$ cat config.mk
export PLATFORM = sky130hd
export DESIGN_NAME = utf8_validate_and_patch
export DESIGN_NICKNAME = d
export VERILOG_FILES = /design/src/sv/u8vp_pkg.sv /design/src/sv/u8vp_decode.sv /design/src/sv/utf8_validate_and_patch.sv
export SDC_FILE = /design/constraint.sdc
export NUM_CORES = 1
export LEC_CHECK = 0
export ABC_AREA = 1
export BUFFER_PORTS_ARGS = -buffer_cell sky130_fd_sc_hd__buf_2
export CAP_MARGIN = 20
export CORE_MARGIN = 3
export CORE_UTILIZATION = 40
export CTS_CLUSTER_DIAMETER = 80
export DETAILED_ROUTE_END_ITERATION = 7
export SYNTH_ARGS = -nofsm -noshare
export SYNTH_HDL_FRONTEND = slang
export SYNTH_SLANG_ARGS = --single-unit
$ cat constraint.sdc
create_clock -name clk -period 3.1 [get_ports clk]
set_input_delay 0.31 -clock clk [delete_from_list [all_inputs] [get_ports clk]]
set_output_delay 0.31 -clock clk [all_outputs]
set_load 0.01 [all_outputs]
$ cat src/sv/u8vp_pkg.sv
package u8vp_pkg;

  // Bounds of the UTF-8 byte classes.
  localparam logic [7:0] ASCII_LIMIT = 8'h80;
  localparam logic [7:0] CONT_LO     = 8'h80;
  localparam logic [7:0] CONT_HI     = 8'hBF;
  localparam logic [7:0] LEAD2_LO    = 8'hC2;
  localparam logic [7:0] LEAD2_HI    = 8'hDF;
  localparam logic [7:0] LEAD3_LO    = 8'hE0;
  localparam logic [7:0] LEAD3_HI    = 8'hEF;
  localparam logic [7:0] LEAD4_LO    = 8'hF0;
  localparam logic [7:0] LEAD4_HI    = 8'hF4;

  // Lead bytes that narrow the range of the second byte.
  localparam logic [7:0] LEAD_E0     = 8'hE0;
  localparam logic [7:0] LEAD_ED     = 8'hED;
  localparam logic [7:0] LEAD_F0     = 8'hF0;
  localparam logic [7:0] LEAD_F4     = 8'hF4;
  localparam logic [7:0] SECOND_E0_LO = 8'hA0;
  localparam logic [7:0] SECOND_ED_HI = 8'h9F;
  localparam logic [7:0] SECOND_F0_LO = 8'h90;
  localparam logic [7:0] SECOND_F4_HI = 8'h8F;

  // U+FFFD encoded as UTF-8.
  localparam logic [7:0] REP_B0 = 8'hEF;
  localparam logic [7:0] REP_B1 = 8'hBF;
  localparam logic [7:0] REP_B2 = 8'hBD;

  // Position inside one replacement character.
  localparam logic [1:0] REP_POS0 = 2'd0;
  localparam logic [1:0] REP_POS1 = 2'd1;
  localparam logic [1:0] REP_POS2 = 2'd2;

  // Codes returned by lead_len besides the sequence lengths 2 to 4.
  localparam logic [2:0] LEN_BAD   = 3'd0;
  localparam logic [2:0] LEN_ASCII = 3'd1;

  // Decoder state that persists between input beats.
  typedef struct packed {
    logic [1:0] pc;   // held bytes of the open sequence
    logic [2:0] el;   // length of the open sequence, 0 when none
    logic       err;  // a replacement happened in this text
  } u8vp_state_t;

  // What one input beat produces: replacement characters first, then data bytes.
  typedef struct packed {
    logic [2:0]      n_fffd;
    logic [2:0]      n_data;
    logic [3:0][7:0] data;
    logic            eot;
    logic            valid;
  } u8vp_job_t;

  function automatic logic [2:0] lead_len(input logic [7:0] b);
    logic [2:0] len;
    begin
      if (b < ASCII_LIMIT) begin
        len = LEN_ASCII;
      end else if (b >= LEAD2_LO && b <= LEAD2_HI) begin
        len = 3'd2;
      end else if (b >= LEAD3_LO && b <= LEAD3_HI) begin
        len = 3'd3;
      end else if (b >= LEAD4_LO && b <= LEAD4_HI) begin
        len = 3'd4;
      end else begin
        len = LEN_BAD;
      end
      return len;
    end
  endfunction

endpackage

$ cat src/sv/u8vp_decode.sv
module u8vp_decode
  import u8vp_pkg::*;
(
  input  logic [7:0]      in_byte,
  input  logic            eot,
  input  u8vp_state_t     st,
  input  logic [2:0][7:0] pend,
  output u8vp_job_t       job,
  output u8vp_state_t     st_nxt,
  output logic            pend_we,
  output logic [1:0]      pend_idx
);

  logic [7:0] lo;
  logic [7:0] hi;
  logic       acc;
  logic       do_begin;
  logic [2:0] len;
  logic [2:0] nf;
  logic       err_new;

  always_comb begin
    lo = CONT_LO;
    hi = CONT_HI;
    if (st.pc == 2'd1) begin
      case (pend[0])
        LEAD_E0: lo = SECOND_E0_LO;
        LEAD_ED: hi = SECOND_ED_HI;
        LEAD_F0: lo = SECOND_F0_LO;
        LEAD_F4: hi = SECOND_F4_HI;
        default: ;
      endcase
    end
    acc = (in_byte >= lo) && (in_byte <= hi);
  end

  always_comb begin
    job          = '0;
    st_nxt       = st;
    pend_we      = 1'b0;
    pend_idx     = st.pc;
    nf           = 3'd0;
    do_begin     = 1'b0;
    len          = lead_len(in_byte);

    // A completed sequence is the held bytes followed by this byte.
    job.data[0] = (st.pc > 2'd0) ? pend[0] : in_byte;
    job.data[1] = (st.pc > 2'd1) ? pend[1] : in_byte;
    job.data[2] = (st.pc > 2'd2) ? pend[2] : in_byte;
    job.data[3] = in_byte;

    if (st.pc == 2'd0) begin
      do_begin = 1'b1;
    end else if (acc) begin
      if (({1'b0, st.pc} + 3'd1) >= st.el) begin
        job.n_data = {1'b0, st.pc} + 3'd1;
        st_nxt.pc  = 2'd0;
        st_nxt.el  = 3'd0;
      end else begin
        pend_we   = 1'b1;
        st_nxt.pc = st.pc + 2'd1;
      end
    end else begin
      // Broken sequence: every held byte becomes one U+FFFD, then restart.
      nf        = {1'b0, st.pc};
      st_nxt.pc = 2'd0;
      st_nxt.el = 3'd0;
      do_begin  = 1'b1;
    end

    if (do_begin) begin
      case (len)
        LEN_BAD: begin
          nf = nf + 3'd1;
        end
        LEN_ASCII: begin
          job.n_data  = 3'd1;
          job.data[0] = in_byte;
        end
        default: begin
          pend_we   = 1'b1;
          pend_idx  = 2'd0;
          st_nxt.pc = 2'd1;
          st_nxt.el = len;
        end
      endcase
    end

    if (eot) begin
      nf = nf + {1'b0, st_nxt.pc};
    end

    err_new    = st.err | (nf != 3'd0);
    job.n_fffd = nf;
    job.eot    = eot;
    job.valid  = ~err_new;
    st_nxt.err = err_new;

    if (eot) begin
      st_nxt = '0;
    end
  end

endmodule

$ cat src/sv/utf8_validate_and_patch.sv
// Strict UTF-8 validator that patches bad input with U+FFFD. Each input beat
// carries one text byte, with in_tlast marking the final byte of a text. A
// multi-byte sequence is held until it completes and is then sent unchanged;
// an overlong form, a surrogate, a code point above U+10FFFF, a stray
// continuation byte or one of C0, C1, F5-FF turns each held byte (or the bad
// start byte) into EF BF BD, and the failing byte is tried again as a start.
// At the end of a text any held bytes are flushed as replacements, the last
// output beat of the text carries text_end, and text_was_valid tells whether
// the whole text passed untouched. An input byte is decoded in the cycle it is
// accepted and its results are loaded into an output job register, which
// sends one byte per cycle while out_tready is high. An input beat yields no
// output byte when it is only held, one for plain ASCII, two to four when a
// sequence completes, and up to twelve when three held bytes are flushed and
// the failing byte is itself replaced, either as a bad start or as a lead
// byte left open at the end of a text. The next input beat is taken in the
// same cycle as the last output beat of the previous one is accepted, so
// clean ASCII text streams at one byte per cycle while out_tready stays high.
module utf8_validate_and_patch
  import u8vp_pkg::*;
(
  input  logic       clk,
  input  logic       rst_n,
  input  logic       in_tvalid,
  output logic       in_tready,
  input  logic [7:0] in_tdata,   // [7:0] in_byte
  input  logic       in_tlast,   // end_of_text
  output logic       out_tvalid,
  input  logic       out_tready,
  output logic [7:0] out_tdata,  // [7:0] out_byte
  output logic       out_tlast,  // last_of_run
  output logic [2:0] out_tuser   // [0] is_replacement, [1] text_end, [2] text_was_valid
);

  // Decoder state and the bytes of the open sequence.
  u8vp_state_t     st_r;
  u8vp_state_t     st_nxt;
  logic [2:0][7:0] pend_r;
  logic            pend_we;
  logic [1:0]      pend_idx;
  u8vp_job_t       job;

  // Output job: replacement characters left, position in the current one,
  // data bytes left and the index of the next data byte.
  logic [2:0]      f_left_r,  f_left_nxt;
  logic [1:0]      sub_r,     sub_nxt;
  logic [2:0]      d_left_r,  d_left_nxt;
  logic [1:0]      d_idx_r,   d_idx_nxt;
  logic [3:0][7:0] data_r;
  logic            eot_r;
  logic            valid_r;

  logic in_acc;
  logic out_acc;
  logic busy;
  logic last_beat;

  u8vp_decode u_decode (
    .in_byte  (in_tdata),
    .eot      (in_tlast),
    .st       (st_r),
    .pend     (pend_r),
    .job      (job),
    .st_nxt   (st_nxt),
    .pend_we  (pend_we),
    .pend_idx (pend_idx)
  );

  assign busy      = (f_left_r != 3'd0) || (d_left_r != 3'd0);
  assign last_beat = ((f_left_r == 3'd1) && (sub_r == REP_POS2) && (d_left_r == 3'd0))
                  || ((f_left_r == 3'd0) && (d_left_r == 3'd1));
  assign out_acc   = out_tvalid && out_tready;
  // A new beat can enter while the last result of the previous one leaves.
  assign in_tready = !busy || (out_acc && last_beat);
  assign in_acc    = in_tvalid && in_tready;

  assign out_tvalid = busy;
  assign out_tlast  = last_beat;

  always_comb begin
    out_tuser[0] = (f_left_r != 3'd0);
    out_tuser[1] = last_beat && eot_r;
    out_tuser[2] = last_beat && eot_r && valid_r;
    if (f_left_r != 3'd0) begin
      case (sub_r)
        REP_POS0: out_tdata = REP_B0;
        REP_POS1: out_tdata = REP_B1;
        default:  out_tdata = REP_B2;
      endcase
    end else begin
      out_tdata = data_r[d_idx_r];
    end
  end

  always_comb begin
    f_left_nxt = f_left_r;
    sub_nxt    = sub_r;
    d_left_nxt = d_left_r;
    d_idx_nxt  = d_idx_r;
    if (out_acc) begin
      if (f_left_r != 3'd0) begin
        if (sub_r == REP_POS2) begin
          sub_nxt    = REP_POS0;
          f_left_nxt = f_left_r - 3'd1;
        end else begin
          sub_nxt = sub_r + 2'd1;
        end
      end else begin
        d_left_nxt = d_left_r - 3'd1;
        d_idx_nxt  = d_idx_r + 2'd1;
      end
    end
    if (in_acc) begin
      f_left_nxt = job.n_fffd;
      sub_nxt    = REP_POS0;
      d_left_nxt = job.n_data;
      d_idx_nxt  = 2'd0;
    end
  end

  always_ff @(posedge clk) begin
    if (!rst_n) begin
      st_r     <= '0;
      f_left_r <= 3'd0;
      sub_r    <= REP_POS0;
      d_left_r <= 3'd0;
      d_idx_r  <= 2'd0;
    end else begin
      f_left_r <= f_left_nxt;
      sub_r    <= sub_nxt;
      d_left_r <= d_left_nxt;
      d_idx_r  <= d_idx_nxt;
      if (in_acc) begin
        st_r <= st_nxt;
      end
    end
  end

  // Payload registers carry no reset.
  always_ff @(posedge clk) begin
    if (in_acc) begin
      data_r  <= job.data;
      eot_r   <= job.eot;
      valid_r <= job.valid;
      if (pend_we) begin
        pend_r[pend_idx] <= in_tdata;
      end
    end
  end

  // An open sequence always has fewer held bytes than its length.
  a_open_seq: assert property (@(posedge clk) disable iff (!rst_n)
    ((st_r.pc == 2'd0) == (st_r.el == 3'd0)) && ({1'b0, st_r.pc} < st_r.el || st_r.el == 3'd0))
    else $error("open sequence bookkeeping is inconsistent");

  // The end of a text always produces at least one output beat.
  a_eot_out: assert property (@(posedge clk) disable iff (!rst_n)
    (in_tvalid && in_tready && in_tlast) |=> out_tvalid)
    else $error("end of text produced no output");

  // The validity flag appears only on the final beat of a text.
  a_valid_flag: assert property (@(posedge clk) disable iff (!rst_n)
    (out_tvalid && out_tuser[2]) |-> (out_tuser[1] && out_tlast && !out_tuser[0]))
    else $error("text_was_valid outside the end of a clean text");

  // Decoder state does not move without an accepted input beat.
  a_state_hold: assert property (@(posedge clk) disable iff (!rst_n)
    !(in_tvalid && in_tready) |=> $stable(st_r))
    else $error("decoder state changed without an input beat");

endmodule
==> results of run 1 <==
[state kept, by name, summed over array words and instances (netlist names)]
name      count
sub_r         2
valid_r       1
eot_r         1
pend_r       24
f_left_r      3
data_r       32
st_r          6
d_left_r      3
d_idx_r       2
[critical path, cell delays in order (launching register included)]
cell	delay (ns)
edfxtp_1	0.42
nor3_2	0.25
inv_2	0.09
buf_4	0.14
nor4_2	0.13
ha_1	0.27
nand2_1	0.09
nor2_1	0.05
nand2_1	0.07
nand2_2	0.07
buf_4	0.14
nand3_4	0.09
inv_2	0.07
a21oi_4	0.12
ha_4	0.14
inv_2	0.03
fa_2	0.37
nor2_2	0.11
inv_1	0.06
nand3_2	0.08
buf_4	0.10
nand3_1	0.07
o21ai_1	0.09
a21oi_1	0.07
[cells in the mapped netlist (2+ instances only)]
| library cell | number |
|---|---|
| dfxtp_1 | 16 |
| clkinv_1 | 2 |
| nor3_1 | 7 |
| nand3_2 | 3 |
| a21o_1 | 2 |
| nor2_2 | 3 |
| o21ai_0 | 30 |
| o21ai_1 | 6 |
| ha_1 | 19 |
| a21oi_1 | 28 |
| nand4_1 | 2 |
| o311ai_0 | 5 |
| inv_1 | 53 |
| buf_2 | 2 |
| a221o_1 | 2 |
| inv_2 | 7 |
| nand2_1 | 78 |
| edfxtp_1 | 58 |
| nor2_1 | 64 |
| nor4_1 | 2 |
| a31oi_1 | 2 |
| clkbuf_1 | 6 |
| xor2_1 | 3 |
| nand2_2 | 9 |
| nand3_1 | 12 |
[per-layer routing]
layer,up-vias,GRT usage
met1,1467,0.241
met3,14,0.0296
li1,1572,-
met5,-,0
met4,0,0.0731
met2,58,0.269
[logic make-up (layout without fill, tap and decap cells)]
logic type	after synthesis	count (layout)	share of synthesized area
simple gates	186	186	0.215
compound gates	79	79	0.115
flops	74	74	0.525
buf+inv	71	137	0.0703
fa+ha+maj	20	20	0.0656
xor+xnor	4	4	0.00891
[where the power goes]
part	internal, W	total (W)	switching [W]
combinational	0.000421	0.00120	0.000779
clock	0.000373	0.000744	0.000370
sequential	0.00130	0.00138	0.0000775
[path summary, 6_finish.rpt]
kind                            startpoint          end  slack [ns]  cells after the start
worst max-delay path             pend_r[1]  f_left_r[2]       -0.13                     23
worst min-delay path              in_tlast        eot_r        0.25                      1
worst max register to register   pend_r[1]  f_left_r[2]       -0.13                     23
worst min register to register     st_r[0]      st_r[0]        0.46                      2
[area by class of cell]
class	count	share of cell area
clock buffer	10	0.0266
clock inverter	6	0.0141
inverter	62	0.0490
multi-input combinational	289	0.367
sequential	74	0.431
tap	129	0.0336
timing repair buffer	59	0.0787
[metrics by stage]
step | cell area [um2] | std cells
final | 4800 | 629
after detailed placement | 4400 | 606
after global routing | 4800 | 629
after floorplan | 3950 | 434
after global placement | 4400 | 606
after CTS | 4720 | 627
[timing repair]
| action | in CTS | in global routing |
|---|---|---|
| setup endpoints to repair | 4 | 4 |
| pin swaps | 25 | 9 |
| resized for setup | 23 | 16 |
| setup buffers | 5 | 2 |
==> metrics, run 1 <==
wl on met1=4410 um; clock skew=0.00863 ns; die area=11100 um2; fin crit period=3.23 ns; maximum net fanout on the critical path=3; Placement Rows=35; highest routed layer=met4; RSZ-0062 raised after global routing=true; worst vdd ir=about 350 uV; layout filler cell count=roughly 880; Leak Pwr=1.98 nW; setup violators final=3; GRT Total Usage=0.174; fin util=0.510; Synth Warn #=0; Antenna diodes=0; failing checks=setup timing; cell area after synthesis=3930 um2; fraction of registers with async set or reset after synthesis=0; clk sinks=74; multi-input combinational cell area=1760 um2; outcome=complete, but fails checks; routed length on met3=428 um; share of cells above drive strength 1=0.278; Num CTS Buffers=9; most common cell after layout, fill and taps aside=nand2_1; startpoint types=register; vias per std cell=4.95; initial antenna violation count=0; core outline area=9420 um2; setup_tns=-0.364 ns; FMAX=310 MHz; syn avg cell area=9.06 um2; period utilization=1.04; die height=105 um; worst hold slack=0.248 ns; max_slew headroom=0.609; # Max-Cap Violations=0; sequential area share after synthesis=0.525; worst hold path class=in -> reg; Slew Limit Fails=0; worst setup margin=-0.130 ns; CTS tree=done; post-synth top area share=0.443; number of synthesized flops with an enable pin=58; DP Worst Slack=-0.227 ns; Final #Nets=around 530; Seq cells post-synth=74; Worst-Skew Late Latency=between 0.3 and 0.4 ns; CP Data Required Time=3.34 ns; Final Hold Fails=0; clk slew on worst S/H paths=0.08 ns; clock buffer depth=2; first-pass GRT wire length=around 15000 um; H-Tree Depth=3; WS Path Type=reg -> reg; area grow syn2layout=22.1%; top cells by area, synth=edfxtp_1 44%, dfxtp_1 8.1%, nand2_1 7.4%; root buf cell=clkbuf_8; Post-CTS Hold Buffers=0; dpl hpwl=6430 um; Remaining DRCs=0; vias in the first global route=3106; DR iter-0 viols=around 190; post-synth net total=467; Die X=105 um; CP endpoint kind=register; I/O Pins=27; Distinct cells, synth=38; Congestion Overflow GR=0; DR vias=3111; GP Congestion=0.853; cell taking the most area after synthesis=edfxtp_1; DR WL met2=approximately 4200 um; Final Power=0.00332 W; Starting Density=0.418; CP arrival=3.47 ns; top_reg_cell synth=edfxtp_1; remaining antenna violation count=0; highest-count cells in the layout ignoring fill and taps=73 x nand2_1, 61 x nor2_1, 58 x edfxtp_1; Total Wirelength=9200 um; largest net degree at the start of global routing=33; total iterations of the first detailed-routing run=4; IO Port Bufs=26; Pwr Density=692 nW/um2; Synth Instances=about 430; Wirelength per Cell=14.6 um; worst slew pin tran=between 0.5 and 0.6 ns; FF/Latch Area=2070 um2
Power figures use the tool's default switching activity.
==> inputs of run 2 (changes only) <==
--- a/config.mk
+++ b/config.mk
@@ -9,8 +9,11 @@
 export BUFFER_PORTS_ARGS = -buffer_cell sky130_fd_sc_hd__buf_2
 export CAP_MARGIN = 20
+export CELL_PAD_IN_SITES_DETAIL_PLACEMENT = 1
+export CELL_PAD_IN_SITES_GLOBAL_PLACEMENT = 2
 export CORE_MARGIN = 3
-export CORE_UTILIZATION = 40
+export CORE_UTILIZATION = 34
 export CTS_CLUSTER_DIAMETER = 80
 export DETAILED_ROUTE_END_ITERATION = 7
+export PLACE_DENSITY_LB_ADDON = 0.1
 export SYNTH_ARGS = -nofsm -noshare
 export SYNTH_HDL_FRONTEND = slang
==> constraint.sdc (replaced) <==
create_clock -name clk -period 3.1 [get_ports clk]
set_input_delay 0.155 -clock clk [delete_from_list [all_inputs] [get_ports clk]]
set_output_delay 0.155 -clock clk [all_outputs]
set_load 0.01 [all_outputs]
==> run 2 against run 1 <==
Against the previous run: final cell count grew 1.9%; cell area rose by 3.0%; global-route usage rose by 1.1 points; sequential share of layout area fell by 1.3 points; worst hold slack got worse by 0.13 ns; worst setup slack got worse by 0.036 ns; non-clock buffer count is 1 higher; clock skew hardly changed; critical endpoint is now st_r[0]; fmax down 1.1%; the flow still finishes with violations (setup timing).
==> metrics, run 2 (same netlist as run 1, synthesis figures left out) <==
outcome=complete, but fails checks; failing checks=setup timing; fin util=0.447 (-0.0633); DR iter-0 viols=139 (-26%); # Max-Cap Violations=0 (unchanged); max reg flops=32 (unchanged); Post-CTS Hold Buffers=0 (unchanged); WP buf/inv=6 (-1); GRT Total Usage=0.185 (+0.0109); layout filler cell count=1304 (+48%); setup violators final=3 (unchanged); Placement Rows=38 (+8.6%); CP Data Required Time=3.32 ns (-0.02 ns); WS Path Type=reg -> reg; area grow syn2layout=25.8%; Pwr Density=759 nW/um2 (+9.6%); worst slew pin tran=0.623 ns (+0.0378 ns); Num CTS Buffers=9 (unchanged); Congestion Overflow GR=0 (unchanged); Setup crit start=pend_r[4]; FMAX=306 MHz (-1.1%); Slew Limit Fails=0 (unchanged); Leak Pwr=2.05 nW (+3.4%); Worst-Skew Late Latency=0.33 ns (-0.02 ns); Most common cell on crit path=nand2_1; r2r startpoint=pend_r[4]; Slowest cell on crit path=fa_2; Remaining DRCs=0 (unchanged); core outline area=11100 um2 (+18%); GP Congestion=0.823 (-3.5%); CP endpoint kind=register; Starting Density=0.355 (-0.0627); largest net degree at the start of global routing=40 (+21%); Regs by FF count=data_r: 32 flops, pend_r: 24 flops, st_r: 6 flops; Final Hold Fails=0 (unchanged); initial antenna violation count=0 (unchanged); maximum net fanout on the critical path=3 (unchanged); clk sinks=74 (unchanged); crit-path leading delay family=simple AND/OR/NAND/NOR gates; max_slew headroom=0.584 (-0.0252); highest-count cells in the layout ignoring fill and taps=74 x nand2_1, 61 x nor2_1, 58 x edfxtp_1; root buf cell=clkbuf_16; CP arrival=3.49 ns (+0.02 ns); die area=12900 um2 (+17%); most common cell after layout, fill and taps aside=nand2_1; share of cells above drive strength 1=0.277 (-0.000555); first-pass GRT wire length=18500 um (+21%); vias in the first global route=3456 (+11%); worst setup margin=-0.166 ns (-0.0360 ns); CTS tree=done; HP Start=in_tlast; startpoint types=register; worst vdd ir=477 uV (+34%); period utilization=1.05 (+0.0116); RSZ-0062 raised after global routing=true; Total Wirelength=11000 um (+20%); post-layout instance count excluding filler cells=641 (+1.9%); Largest Register=data_r; Final #Nets=529 (+0.19%); DR vias=3178 (+2.2%); remaining antenna violation count=0 (unchanged); clk slew on worst S/H paths=0.06 ns (-0.02 ns); I/O Pins=27 (unchanged); clock buffer depth=2 (unchanged); IO Port Bufs=26 (unchanged); total iterations of the first detailed-routing run=4 (unchanged); die height=114 um (+8.0%); Antenna diodes=0 (unchanged); clock skew=0.00868 ns (+0.0000485 ns); Die X=114 um (+8.0%); H-Tree Depth=3 (unchanged); vias per std cell=4.96 (+0.24%); Max stage delay on crit path=0.40 ns (-0.02 ns); fin crit period=3.27 ns (+0.0360 ns); Placed Cells=618 (+2.0%); worst hold path class=in -> reg; dpl hpwl=8040 um (+25%); Wirelength per Cell=17.2 um (+18%)
run 2: final timing paths:
kind	end	slack, ns	cells after the start
min reg2reg	st_r[0]	0.46	2
max reg2reg	st_r[0]	-0.17	26
max	st_r[0]	-0.17	26
min	eot_r	0.11	1
run 2: layout make-up:
type	instances	area (um2)	share of cell area
clock buffers	10	229	0.0463
clock inverters	6	81.3	0.0164
inverters	62	235	0.0475
multi-input cells	289	1770	0.358
flip-flops and latches	74	2070	0.418
well taps	140	175	0.0354
repair buffers	60	389	0.0787
run 2: repair_timing:
item	in CTS	in global routing
pin swaps	26	14
gates resized for setup	24	17
endpoints found under the setup margin	4	4
setup buffers	5	2
run 2: power by group:
| group | switching [W] | total [W] | internal, W |
|---|---|---|---|
| combinational | 0.000837 | 0.00127 | 0.000430 |
| clock | 0.000399 | 0.00110 | 0.000699 |
| sequential | 0.0000818 | 0.00139 | 0.00131 |
| total | 0.00132 | 0.00375 | 0.00244 |
run 2: metal layers:
layer	GRT usage	vias up	part of all wire	routed length, um
li1	-	1578	-	-
met5	0	-	0	0
met4	0.0481	0	0.0084	93
met1	0.254	1546	0.48	5340
met3	0.0345	8	0.035	383
met2	0.300	46	0.47	5210
run 2: worst reg2reg max path, cell delays in order, from the launching register on:
cell and delay (ns):
edfxtp_1 0.39, inv_2 0.06, nor3_2 0.19, inv_2 0.08, buf_6 0.12, nor4_4 0.21
ha_1 0.16, nand2_1 0.05, nor2_1 0.11, nand2_1 0.08, nand2_2 0.09, nand2_4 0.07
nand3_2 0.08, inv_2 0.05, ha_4 0.25, o21ai_2 0.04, inv_1 0.06, nand2_2 0.06
fa_2 0.40, nor2_4 0.11, inv_2 0.04, nand3_2 0.08, nand3_2 0.07, nor2_2 0.10
nand2_1 0.08, nand2_1 0.06, nand2_1 0.04
run 2: through the flow:
step	instance area, um2	TNS (ns)	hold slack (ns)	setup WS [ns]	total power [W]
3_3_place_gp	4420	-0.457	0.444	-0.186	0.00261
5_1_grt	4950	-1.36	0.109	-0.393	0.00402
6_report	4950	-0.480	0.113	-0.166	0.00375
2_1_floorplan	3950	0	0.254	0.00522	0.00216
4_1_cts	4870	-0.395	0.0960	-0.159	0.00379
3_5_place_dp	4420	-0.813	0.448	-0.292	0.00264
==> inputs of run 3 (changes only) <==
Settings changed: ABC_AREA 1 to default, CORE_UTILIZATION 34 to 37.
==> run 3 against run 2 <==
Against the previous run: the run still ends with setup timing left; non-clock buffer count increased by 7; highest routed layer unchanged; area after synthesis fell by 4.4%; core utilization is 3.8 points higher; largest cell class unchanged.
==> metrics, run 3 <==
worst slew pin tran=0.836 ns (+0.213 ns); initial antenna violation count=0 (unchanged); outcome=complete, but fails checks; most frequent cells after synthesis=58 x edfxtp_1, 32 x nand2_1, 19 x ha_1, 19 x mux2_2; CP arrival=4.07 ns (+0.58 ns); worst setup margin=-0.723 ns (-0.556 ns); maximum net fanout on the critical path=3 (unchanged); clock buffer depth=2 (unchanged); sequential area share after synthesis=0.548 (+0.0239); multiplexer share of the synthesized area=0.107 (+0.107); top cells by area, synth=edfxtp_1 46%, dfxtp_1 8.5%, ha_1 6.3%; Synth Warn #=0 (unchanged); RSZ-0062 raised after global routing=true; fin crit period=3.82 ns (+0.556 ns); total iterations of the first detailed-routing run=4 (unchanged); DR iter-0 viols=110 (-21%); highest-count cells in the layout ignoring fill and taps=58 x edfxtp_1, 36 x buf_4, 30 x nand2_1; most common cell after layout, fill and taps aside=edfxtp_1; post-synthesis xor/xnor area fraction=0.0140 (+0.00507); most frequent cell after synthesis=edfxtp_1; IO Port Bufs=26 (unchanged); die height=107 um (-5.9%); FF/Latch Area=2070 um2 (unchanged); setup violators final=5 (+2); cell area after synthesis=3760 um2 (-4.4%); Total Wirelength=9500 um (-14%); I/O Pins=27 (unchanged); CP Data Required Time=3.35 ns (+0.03 ns); die area=11400 um2 (-11%); Distinct cells, synth=49 (+29%); # Max-Cap Violations=0 (unchanged); Die X=107 um (-5.9%); Congestion Overflow GR=0 (unchanged); Num CTS Buffers=9 (unchanged); clk slew on worst S/H paths=0.09 ns (+0.03 ns); remaining antenna violation count=0 (unchanged); Synth Area in Compound Gates=0.106 (-0.00906); Synth Instances=306 (-29%); vias in the first global route=2833 (-18%); Post-Synth Simple-Gate Area=0.128 (-0.0870); CTS tree=done; Worst-Skew Late Latency=0.35 ns (+0.02 ns); failing checks=setup timing; root buf cell=clkbuf_8; dpl hpwl=6810 um (-15%); largest family of logic cells by synthesized area=simple AND/OR/NAND/NOR gates; largest net degree at the start of global routing=33 (-18%); clk sinks=74 (unchanged); Final #Nets=410 (-22%); GRT Total Usage=0.176 (-0.00882); FMAX=262 MHz (-15%); fraction of registers with async set or reset after synthesis=0 (unchanged); worst vdd ir=246 uV (-48%); Final Hold Fails=0 (unchanged); WS Path Type=reg -> reg; CP endpoint kind=register; Seq cells post-synth=74 (unchanged); post-synth top area share=0.463 (+0.0202); core outline area=9820 um2 (-11%); startpoint types=register; share of cells above drive strength 1=0.374 (+0.0969); DR vias=2675 (-16%); period utilization=1.23 (+0.180); Remaining DRCs=0 (unchanged); Leak Pwr=1.75 nW (-15%); Wirelength per Cell=18.5 um (+7.3%); post-synthesis adder-cell area fraction=0.0686 (+0.00299); GP Congestion=0.848 (+3.0%); Post-CTS Hold Buffers=0 (unchanged); Starting Density=0.383 (+0.0280); syn avg cell area=12.3 um2 (+36%); multi-input combinational cell area=1780 um2 (+0.64%); Largest Register=data_r; DP Worst Slack=-0.766 ns (-0.473 ns); top_reg_cell synth=edfxtp_1; layout filler cell count=1082 (-17%); post-synth net total=339 (-27%); max reg flops=32 (unchanged); clock skew=0.00882 ns (+0.000138 ns); max_slew headroom=0.441 (-0.143); cell taking the most area after synthesis=edfxtp_1; Antenna diodes=0 (unchanged); H-Tree Depth=3 (unchanged); setup_tns=-2.97 ns (-2.49 ns); number of synthesized flops with an enable pin=58 (unchanged); Regs by FF count=data_r: 32 flops, pend_r: 24 flops, st_r: 6 flops; first-pass GRT wire length=15200 um (-18%); worst hold path class=in -> reg; vias per std cell=5.19 (+4.8%); Slew Limit Fails=0 (unchanged); Pwr Density=716 nW/um2 (-5.6%); area grow syn2layout=26.5%; Placement Rows=36 (-5.3%)
==> run 3: cells by family after synthesis <==
kind of cell | after synthesis
AOI/OAI and AO/OA | 57
xor gates and xnor gates | 6
adders and majority gates | 20
buffers and inverters | 27
DFF | 74
muxes | 28
and+or+nand+nor | 94
==> run 3: worst paths after layout <==
check,cells after the start,slack [ns],from,endpoint
max,20,-0.72,st_r[5],st_r[0]
min,1,0.03,in_tdata[4],pend_r[4]
max reg2reg,20,-0.72,st_r[5],st_r[0]
min reg2reg,1,0.48,st_r[3],st_r[3]
==> run 3: final cells by class <==
class | instances | share of cell area
timing repair buffer | 67 | 0.0960
clock buffer | 9 | 0.0260
sequential | 74 | 0.435
clock inverter | 7 | 0.0176
multi-input combinational | 205 | 0.375
inverter | 20 | 0.0163
tap | 133 | 0.0350
==> run 3: repair_timing <==
action	CTS	global route
setup endpoints to repair	5	34
pin swaps	15	12
gates resized for setup	10	19
setup buffers	4	3
==> run 3: layer usage <==
metal,GRT usage,wire length (um),vias up
met4,0.0557,121,0
met1,0.243,4540,1338
li1,-,-,1286
met2,0.286,4610,42
met5,0,0,-
met3,0.0259,228,9
==> run 3: per-stage QoR <==
stage | hold slack [ns] | util | instances | instance area, um2 | total power, W
final | 0.0329 | 0.484 | 515 | 4760 | 0.00341
after global routing | 0.0348 | 0.484 | 515 | 4760 | 0.00364
after CTS | 0.0234 | 0.475 | 514 | 4670 | 0.00344
after detailed placement | 0.399 | 0.447 | 494 | 4390 | 0.00264
after global placement | 0.391 | 0.447 | 494 | 4390 | 0.00259
after floorplan | 0.254 | - | 306 | 3830 | 0.00217
==> run 3: worst max-delay path, stage by stage, from the launching register on <==
cell and delay [ns]:
dfxtp_2 0.34, inv_4 0.06, ha_4 0.11, nand4_1 0.08
nor2_2 0.17, nand2_2 0.08, or3_4 0.35, ha_4 0.28
nand3b_1 0.12, o221ai_4 0.23, buf_6 0.16, a211oi_4 0.06
ha_1 0.29, inv_1 0.05, a31oi_1 0.18, mux2i_1 0.15
fa_2 0.35, nand2b_4 0.15, nand4_1 0.14, o2111ai_4 0.13
o31a_1 0.25
==> run 3: report_power, final <==
part | total (W) | switching [W] | internal (W)
clock | 0.000795 | 0.000409 | 0.000386
sequential | 0.00146 | 0.000105 | 0.00135
combinational | 0.00115 | 0.000661 | 0.000492
